<file path="config.mk">
export PLATFORM = sky130hd
export DESIGN_NAME = nnfs_ctrl
export DESIGN_NICKNAME = d
export VERILOG_FILES = /design/src/rtl/nnfs_pkg.sv /design/src/rtl/nnfs_ctrl.sv
export SDC_FILE = /design/constraint.sdc
export NUM_CORES = 1
export LEC_CHECK = 0
export ABC_CLOCK_PERIOD_IN_PS = 1850
export BUFFER_PORTS_ARGS = -buffer_cell sky130_fd_sc_hd__buf_2
export CAP_MARGIN = 20
export CELL_PAD_IN_SITES_DETAIL_PLACEMENT = 0
export CELL_PAD_IN_SITES_GLOBAL_PLACEMENT = 1
export CORE_AREA = 10 10 47 49
export CTS_BUF_LIST = sky130_fd_sc_hd__clkbuf_8
export DETAILED_ROUTE_END_ITERATION = 8
export DIE_AREA = 0 0 57 59
export PLACE_DENSITY_LB_ADDON = 0.12
export SLEW_MARGIN = 20
export SYNTH_ARGS = -nofsm -noshare
export SYNTH_HDL_FRONTEND = slang
export SYNTH_SLANG_ARGS = --single-unit
export TNS_END_PERCENT = 5
</file>
<file path="constraint.sdc">
create_clock -name clk -period 1.85 [get_ports clk]
set_input_delay 0.0925 -clock clk [delete_from_list [all_inputs] [get_ports clk]]
set_output_delay 0.0925 -clock clk [all_outputs]
set_load 0.005 [all_outputs]
</file>
<file path="src/rtl/nnfs_pkg.sv">
// Shared widths, register indexes, reset values and control structures
// for the nearest-neighbour frame scaler. No dependencies.
package nnfs_pkg;

    // Field widths fixed by the external interface.
    localparam int SRC_W       = 12;   // source frame sizes
    localparam int DST_W       = 13;   // destination frame sizes
    localparam int COORD_W     = 12;   // destination coordinates
    localparam int PIX_W       = 8;    // pen index
    localparam int ADDR_IN_W   = 16;   // linear write address
    localparam int CFG_INDEX_W = 2;
    localparam int CFG_DATA_W  = 13;

    // Parameter defaults.
    localparam int DEF_FRAME_PIXELS = 65536;
    localparam int DEF_FRAC_BITS    = 16;

    // Item commands.
    localparam logic CMD_WRITE = 1'b0;
    localparam logic CMD_READ  = 1'b1;

    // Configuration register indexes.
    localparam logic [CFG_INDEX_W-1:0] REG_SOURCE_WIDTH  = 2'd0;
    localparam logic [CFG_INDEX_W-1:0] REG_SOURCE_HEIGHT = 2'd1;
    localparam logic [CFG_INDEX_W-1:0] REG_TARGET_WIDTH  = 2'd2;
    localparam logic [CFG_INDEX_W-1:0] REG_TARGET_HEIGHT = 2'd3;

    // Register values after reset.
    localparam logic [SRC_W-1:0] RST_SOURCE_WIDTH  = 12'd320;
    localparam logic [SRC_W-1:0] RST_SOURCE_HEIGHT = 12'd200;
    localparam logic [DST_W-1:0] RST_TARGET_WIDTH  = 13'd640;
    localparam logic [DST_W-1:0] RST_TARGET_HEIGHT = 13'd400;

    // Commands from the controller to the datapath.
    typedef struct packed {
        logic cfg_write;
        logic div_start;
        logic mem_wr_en;
        logic read_capture;
        logic mul_en;
        logic lin_en;
        logic mem_rd_en;
        logic out_load;
    } nnfs_cmd_t;

    // Status from the datapath to the controller.
    typedef struct packed {
        logic div_busy;
    } nnfs_status_t;

endpackage

</file>
<file path="src/rtl/nnfs_ctrl.sv">
// Controller state machine: handshakes, step recomputation sequencing and
// the read sequence through the datapath. Depends on nnfs_pkg.
module nnfs_ctrl (
    input  logic                    clk,
    input  logic                    rst_n,
    input  logic                    in_valid,
    output logic                    in_ready,
    input  logic                    command,
    input  logic                    cfg_valid,
    output logic                    cfg_ready,
    output logic                    out_valid,
    input  logic                    out_ready,
    output nnfs_pkg::nnfs_cmd_t     cmd,
    input  nnfs_pkg::nnfs_status_t  status
);
    import nnfs_pkg::*;

    typedef enum logic [2:0] {
        S_IDLE,
        S_DIV_START,
        S_DIV_WAIT,
        S_MUL,
        S_LINEAR,
        S_MEM_READ,
        S_RESULT
    } state_t;

    state_t state_reg, state_next;
    logic   out_valid_reg, out_valid_next;
    logic   in_accept, cfg_accept;

    // A configuration write wins over an item offered in the same cycle.
    assign cfg_ready  = (state_reg == S_IDLE);
    assign in_ready   = (state_reg == S_IDLE) && !cfg_valid;
    assign cfg_accept = cfg_valid && cfg_ready;
    assign in_accept  = in_valid && in_ready;

    always_comb
    begin
        cmd              = '0;
        cmd.cfg_write    = cfg_accept;
        cmd.mem_wr_en    = in_accept && (command == CMD_WRITE);
        cmd.read_capture = in_accept && (command == CMD_READ);
        cmd.div_start    = (state_reg == S_DIV_START);
        cmd.mul_en       = (state_reg == S_MUL);
        cmd.lin_en       = (state_reg == S_LINEAR);
        cmd.mem_rd_en    = (state_reg == S_MEM_READ);
        cmd.out_load     = (state_reg == S_RESULT) && (!out_valid_reg || out_ready);

        state_next = state_reg;
        unique case (state_reg)
            S_IDLE:
            begin
                if (cfg_accept)
                begin
                    state_next = S_DIV_START;
                end
                else if (in_accept && (command == CMD_READ))
                begin
                    state_next = S_MUL;
                end
            end
            S_DIV_START: state_next = S_DIV_WAIT;
            S_DIV_WAIT:
            begin
                if (!status.div_busy)
                begin
                    state_next = S_IDLE;
                end
            end
            S_MUL:      state_next = S_LINEAR;
            S_LINEAR:   state_next = S_MEM_READ;
            S_MEM_READ: state_next = S_RESULT;
            S_RESULT:
            begin
                if (cmd.out_load)
                begin
                    state_next = S_IDLE;
                end
            end
            default:    state_next = S_IDLE;
        endcase

        if (cmd.out_load)
        begin
            out_valid_next = 1'b1;
        end
        else if (out_ready)
        begin
            out_valid_next = 1'b0;
        end
        else
        begin
            out_valid_next = out_valid_reg;
        end
    end

    always_ff @(posedge clk or negedge rst_n)
    begin
        if (!rst_n)
        begin
            state_reg     <= S_IDLE;
            out_valid_reg <= 1'b0;
        end
        else
        begin
            state_reg     <= state_next;
            out_valid_reg <= out_valid_next;
        end
    end

    assign out_valid = out_valid_reg;

    a_one_accept: assert property (@(posedge clk) disable iff (!rst_n)
        (in_valid && in_ready) |-> !(cfg_valid && cfg_ready))
        else $error("item and configuration write accepted together");

    a_div_seen_busy: assert property (@(posedge clk) disable iff (!rst_n)
        cmd.div_start |=> status.div_busy)
        else $error("divider did not report busy after start");

endmodule

</file>
# Yosys cells after proc, flatten, opt, wreduce, memory -nomap -nowiden

Cells that the tools add are included.

Register bits: 4
Bits of input ports: 7
Word-level logic and storage cells: 31

Equality and inequality tests: 9
Muxes and demuxes: 7
Bitwise logic cells: 1
Reduce and logical (&&, ||, !) cells: 12

Operators by type and width:

| operator                                                               | number |
|---|---|
| 3-bit case mux with 7 select lines                                     | 1 |
| 3-bit two-way mux                                                      | 4 |
| 3-bit equality test (second input constant)                            | 3 |
| 3-bit by 2-bit equality test with 1-bit output (second input constant) | 2 |
| 1-bit logical AND                                                      | 6 |
| 2-bit != test (second input constant)                                  | 2 |
| 3-bit by 1-bit equality test with 1-bit output (second input constant) | 1 |
| 3-bit zero test                                                        | 1 |
| 3-bit by 1-bit != test with 1-bit output (second input constant)       | 1 |
| 3-bit AND reduction                                                    | 1 |
| 1-bit zero test                                                        | 2 |
| 1-bit two-way mux                                                      | 2 |
| 2-bit nonzero test                                                     | 1 |
| 1-bit logical OR                                                       | 1 |
| 1-bit inverter                                                         | 1 |

# Logic depth before layout (Yosys ltp)

Gate-level depths: netlist of run 1.

Word-level depth: 7
Gate-level depth with buffers: 4
Gate-level depth less buffers: 3

# Worst setup path before layout of run 1

OpenSTA, ideal clock, no wires.

Path kind: reg-to-output
Start point: register state_reg[0]
End point: output cmd[0] (netlist bit)
Arrival time: 0.961 ns
Path slack: 0.796 ns
Cell stages (with the launch flop): 5
Buffers on the path: 1
Cell sequence: dfrtp_1 nand2b_1 or2_1 nor2_2 buf_4

RTL lines:

| what                     | line             | RTL |
|---|---|---|
| start: declaration       | nnfs_ctrl.sv:28  | `state_t state_reg, state_next;` |
| start signal: assignment | nnfs_ctrl.sv:107 | `state_reg <= state_next;` |
| end: declaration         | nnfs_ctrl.sv:13  | `output nnfs_pkg::nnfs_cmd_t cmd,` |

==> run_results.csv, run 1 <==
group,metric,value,unit
critical_path,max_stage_delay,0.44,ns
power_and_ir_drop,p_int,0.3930,mW
clocking,cts.repair.resized,0,
sta,fmax,734.4,MHz
route,wl_met1,342,um
yosys,synthCells,33,
power_and_ir_drop,power.density,1478,nW/um2
critical_path,crit_type,"register to output pin",
sta,fin_crit,1.362,ns
floorplanning,io_pins,18,
route,via_per_inst,4.059,
power_and_ir_drop,seq_power_share,30.2,%
hold_path,hp-start,"out_ready",
critical_path,cp.required,1.76,ns
yosys,syn-num-nets,40,
global_routing,grt_max_degree,9,
critical_path,cp-start-kind,"register",
floorplanning,start_util,19.55,%
power_and_ir_drop,p_sw,0.2209,mW
route,dr_wl_met3,80,um
floorplanning,num_rows,14,
clocking,numCtsBuffers,3,
placement,gp_congestion,0.6549,
critical_path,worstReg2RegStart,"state_reg[2]",
sta,fin_setup_tns,0,ns
critical_path,reg2reg_depth,3,
placement,dp_hpwl,690.9,um
global_routing,grt_pass1_vias,316,
critical_path,reg2reg_slack,0.81,ns
yosys,synth_top_area_cell,"dfrtp_1",
layout,diodes,0,
yosys,synthDistinctLibCells,20,
critical_path,cpLargestDelayFamily,"simple AND/OR/NAND/NOR gates",
global_routing,grt_first_pass_wirelength,1386,um
route,dr.pass1.iters,4,
sta,rsz0062_at_grt,"false",
critical_path,arrival,1.27,ns
route,detail_route.wl_per_cell,11.65,um
layout,area_growth,51.60,%
power_and_ir_drop,p_leak,0.2320,nW
sta,hold_violations,0,
floorplanning,core_area,1401,um2
yosys,synth-seq-cells,4,
placement,numPortBuffers,17,
layout,layout-drive-gt1-share,46.15,%
clocking,htreeDepth,1,
route,vias,276,
critical_path,worstPathMaxFanout,6,
route,drc_errors,0,
yosys,yosysTopAreaCellShare,36.53,%
global_routing,antenna_found_initial,0,
clocking,worst_setup_hold_path_clk_slew,0.03,ns
layout,largest_reg_flops,3,
clocking,cts_num_sinks,4,
yosys,synth_area,274.0,um2
power_and_ir_drop,p_sw_share,35.99,%
power_and_ir_drop,comb_power_share,40.5,%
clocking,cts_root_buf,"clkbuf_8",
power_and_ir_drop,p_clk_share,29.3,%
critical_path,crit_chain,"nor2_1 > nand2_1 > nor3b_2 > buf_2",
critical_path,worstSetupEndpointType,"output pin",
run,drv_cap,0,
clocking,clk_latency,0.22,ns
floorplanning,die_h,59,um
sta,post-route-period-util,73.60,%
critical_path,cp-startpoint,"state_reg[2]",
layout,final_nets,61,
hold_path,min_to,"out_valid",
hold_path,worstHoldPathType,"primary input to register",
yosys,synth_area_leaders,"dfrtp_1, nand2b_1, nor2_1",
route,drt_wl_total,792,um
critical_path,cp.buffers_inverters,1,
yosys,synth_edf_count,0,
clocking,cts_buffer_depth,2,
sta,worst_pin_slew,0.2366,ns
route,highest_layer,"met4",
layout,finish.instance_area,415.4,um2
yosys,synthFlopType,"dfrtp_1",
layout,finish.utilization,29.64,%
yosys,syn_avg_cell_area,8.303,um2
yosys,synth_seq_area_share,36.53,%
yosys,ys_warn_count,0,
sta,setup_viol,0,
global_routing,grt.total_usage,5.295,%
floorplanning,die_width,57,um
yosys,yosysMostFrequentCell,"nor2_1",
hold_path,holdPathStages,3,
route,ant_nets,0,
yosys,async_reset_ff_share,100.0,%
critical_path,crit_slowest_cell,"dfrtp_1",
sta,fin_skew,0.003484,ns
floorplanning,die_area,3363,um2
sta,slew_headroom,84.23,%
global_routing,grt-ovfl-total,0,
clocking,cts_tree,"yes",
critical_path,r2r_end,"state_reg[1]",
placement,post_dp_cell_area,364.1,um2
power_and_ir_drop,vdd_ir_drop_max,476.8,uV
yosys,synth_common_cells,"nor2_1, dfrtp_1, nand2_1, nand2b_1",
route,wl_met2,355,um
status,outcome,"completed",
route,drt_iter0_drc,2,
sta,slew_viol_final,0,
-- tightest hold or removal path: cells and delay by family --
family        cells  cell delay [ns]
buf+inv           1             0.08
simple gates      2             0.17
-- area by class of cell --
class,instances,area (um2)
clock buffers,3,41.29
fillers,175,985.9
inverters,2,7.507
multi-input cells,25,151.4
flip-flops and latches,4,100.1
well taps,16,20.02
repair buffers,18,95.09
-- routing by layer --
metal | vias to the layer above | track usage (%)
met3 | 2 | 3.004
met1 | 115 | 5.889
met5 | - | 0
met4 | 0 | 4.027
met2 | 12 | 7.287
li1 | 147 | -
-- timing repair --
item                                   in CTS  in global routing
buffers inserted                            0                  0
endpoints found under the hold margin       4                  0
hold buffers                                1                  0
-- kinds of logic (layout without fill, tap and decap cells) --
logic type	count (synthesis)	in the layout	share of synthesized area (%)
AOI/OAI and AO/OA	4	4	10.50
buffers and inverters	4	23	8.215
DFF	4	4	36.53
muxes	1	1	3.653
and+or+nand+nor	20	20	41.10
-- worst max-delay path by stage --
stage	end	slack [ns]	cells after the start
3_5_place_dp	cmd[0]	0.72	4
5_1_grt	cmd[0]	0.40	4
3_3_place_gp	cmd[0]	0.72	4
4_1_cts	cmd[0]	0.48	4
2_1_floorplan	cmd[0]	0.80	4
6_report	cmd[5]	0.49	4
-- layout by cell type (no fill, tap or decap), drive strengths merged --
cell,n
buf,17
nor2,6
dfrtp,4
nand2b,3
nand2,3
clkbuf,3
nor3,2
inv,2
and3,1
and2,1
nor3b,1
nor2b,1
or2,1
mux2i,1
nand3,1
o221ai,1
a21boi,1
o21ai,1
a21o,1
dlygate4sd3,1
-- metrics by stage --
step	total power [mW]	cells	setup WS [ns]	hold slack (ns)
floorplan	0.3365	33	0.7963	-0.2031
global placement	0.4426	64	0.7226	-0.1034
detailed placement	0.4434	64	0.7180	-0.1019
CTS	0.6294	68	0.4838	0.1778
global route	0.6811	68	0.3957	0.2247
finish	0.6139	68	0.4884	0.1722
-- power groups by stage --
stage	combinational, mW	sequential [mW]	clock (mW)
finish	0.248	0.185	0.180
global route	0.292	0.198	0.191
CTS	0.261	0.184	0.185
detailed placement	0.259	0.185	0
global placement	0.258	0.184	0
floorplan	0.165	0.171	0
Note: power is estimated with default switching activity, not from simulation.
==> run 2, diff against run 1 <==
- ABC_AREA: unset -> 1
- ABC_CLOCK_PERIOD_IN_PS: 1850 -> 1200
- clock period: 1.85 -> 1.2 ns (I/O delays scaled with it)
==> run 2 against run 1 <==
Utilization increased by 8.2 points. Combinational power increased to 2.8 times the previous value. Wire length grew 13%.
==> run_results.csv, run 2 <==
group,metric,value,unit
floorplanning,die_h,59,um
yosys,synth_area_leaders,"dfrtp_1, nor2_1, inv_1",
global_routing,grt.total_usage,5.633,%
critical_path,worstSetupEndpointType,"output pin",
yosys,syn-num-nets,54,
layout,fill_cells,170,
yosys,synthCells,47,
clocking,htreeDepth,1,
layout,final_common_cell,"buf_2",
hold_path,hp-start,"out_ready",
critical_path,worstPathMaxFanout,5,
clocking,cts_num_sinks,4,
critical_path,reg2reg_slack,0.11,ns
power_and_ir_drop,power,1.225,mW
layout,finish.utilization,37.86,%
status,outcome,"completed",
placement,dp_hpwl,701.4,um
floorplanning,core_area,1401,um2
power_and_ir_drop,power.density,2309,nW/um2
global_routing,grt_max_degree,6,
clocking,cts_buffer_depth,2,
layout,layout-drive-gt1-share,55.41,%
floorplanning,start_util,22.32,%
layout,area_growth,69.60,%
sta,setup_viol,0,
placement,numPortBuffers,17,
power_and_ir_drop,vdd_ir_drop_max,1001,uV
hold_path,worstHoldPathType,"primary input to register",
critical_path,cp-startpoint,"state_reg[2]",
critical_path,crit_slowest_cell,"dfrtp_2",
floorplanning,io_pins,18,
yosys,yosysMostFrequentCell,"nor2_1",
floorplanning,num_rows,14,
yosys,yosysTopAreaCellShare,32.00,%
layout,final_cell_mix,"buf_2, nor2_1, buf_4, inv_1, nand2_1",
route,drt_iter0_drc,1,
sta,rsz0062_at_grt,"true",
yosys,synth_edf_count,0,
layout,multi_input_area,176.4,um2
route,ant_nets,0,
yosys,synth_common_cells,"nor2_1, inv_1, nand2_1",
global_routing,grt_pass1_vias,414,
yosys,synthDistinctLibCells,14,
sta,hold_violations,0,
critical_path,cp-start-kind,"register",
critical_path,cpLargestDelayFamily,"flip-flops",
sta,post-route-period-util,98.73,%
layout,diodes,0,
sta,worst_pin_slew,0.2226,ns
yosys,async_reset_ff_share,100.0,%
yosys,ys_warn_count,0,
yosys,synth-seq-cells,4,
power_and_ir_drop,p_leak,0.3040,nW
yosys,synthFlopType,"dfrtp_1",
global_routing,grt_first_pass_wirelength,1566,um
global_routing,grt-ovfl-total,0,
sta,fin_skew,0.0003000,ns
critical_path,worstReg2RegStart,"state_reg[2]",
placement,gp_congestion,0.6508,
yosys,synth_top_area_cell,"dfrtp_1",
route,detail_route.wl_per_cell,9.944,um
hold_path,holdPathStages,2,
clocking,cts_tree,"yes",
route,drt_wl_total,895,um
critical_path,max_stage_delay,0.42,ns
clocking,cts_root_buf,"clkbuf_8",
route,via_per_inst,4.089,
run,drv_cap,0,
route,vias,368,
yosys,syn_avg_cell_area,6.655,um2
sta,fin_crit,1.185,ns
layout,final_nets,83,
clocking,numCtsBuffers,3,
critical_path,arrival,1.12,ns
yosys,synth_seq_area_share,32.00,%
route,drc_errors,0,
clocking,clk_latency,0.21,ns
sta,slew_headroom,85.11,%
floorplanning,die_width,57,um
yosys,synth_area,312.8,um2
layout,largest_reg_flops,3,
critical_path,crit_chain,"inv_4 > nand2_4 > nor2_4 > nand2_2 > nor2_1 > buf_2",
route,dr.pass1.iters,2,
clocking,worst_setup_hold_path_clk_slew,0.03,ns
critical_path,cp.buffers_inverters,2,
critical_path,reg2reg_depth,5,
floorplanning,die_area,3363,um2
global_routing,antenna_found_initial,0,
critical_path,cp.required,1.14,ns
layout,seq_area,101.3,um2
sta,fmax,844.1,MHz
sta,slew_viol_final,0,
critical_path,path_depth,6,
critical_path,crit_type,"register to output pin",
==> run 2: changes by cell type in the layout (fill, tap and decap cells not counted), sizes merged, moves of 3 or more <==
cell    previous run  this run
inv                2         9
buf               17        25
nand2b             3         0
nand2              3         8
o21ai              1         5
nor2               6        15
==> run 2: per-layer routing <==
metal	track usage, %	routed length, um	vias to the layer above
li1	-	-	196
met1	6.220	409	160
met2	8.837	419	10
met3	2.575	58	2
met4	3.020	7	0
met5	0	0	-
==> run 2: cell type report <==
class	count	area share (%)
flip-flops and latches	4	19.10
well taps	16	3.774
repair buffers	26	29.25
inverters	9	6.840
multi-input cells	32	33.25
clock buffers	3	7.783
==> run 2: logic make-up (layout without fill, tap and decap cells) <==
kind of cell,count (synthesis),in the layout,share of synthesized area (%)
and+or+nand+nor,25,25,38.00
buffers and inverters,11,38,15.60
AOI/OAI and AO/OA,7,7,14.40
DFF,4,4,32.00
==> run 2: what timing repair did <==
item                                   CTS  global route
pin swaps                                2             1
endpoints found under the hold margin    4             0
hold buffers                             1             0
buffers inserted                         7             1
gates resized for setup                  4             3
gates cloned                             0             0
setup endpoints to repair                3             5
==> run 2: report_power, final <==
part	switching, mW	leakage (nW)	internal (mW)
clock network	0.0603	0.0216	0.213
logic	0.366	0.233	0.338
registers	0.0499	0.0498	0.198
==> run 2: metrics by stage <==
step | setup TNS [ns] | hold WS (ns) | instance area [um2] | std cells | worst slack [ns]
after detailed placement | 0 | -0.1332 | 402.9 | 78 | 0.1018
after CTS | 0 | 0.08016 | 513.0 | 89 | 0.003453
after global placement | 0 | -0.1335 | 402.9 | 78 | 0.08777
final | 0 | 0.07434 | 530.5 | 90 | 0.01529
after floorplan | 0 | -0.2356 | 312.8 | 47 | 0.2339
after global routing | -0.2207 | 0.1048 | 530.5 | 90 | -0.08250
==> run 2: worst register-to-register path: cells and delay by family (launching register included) <==
| kind | cells | cell delay, ns |
|---|---|---|
| compound gates | 2 | 0.18 |
| buf+inv | 1 | 0.16 |
| flops | 1 | 0.42 |
| simple gates | 2 | 0.20 |
==> run 2: final timing paths <==
kind	to
setup reg to reg	state_reg[1]
max in group asynchronous	state_reg[2]
min in group asynchronous	state_reg[1]
hold / removal	out_valid
setup / recovery	cmd[5]
hold reg to reg	out_valid
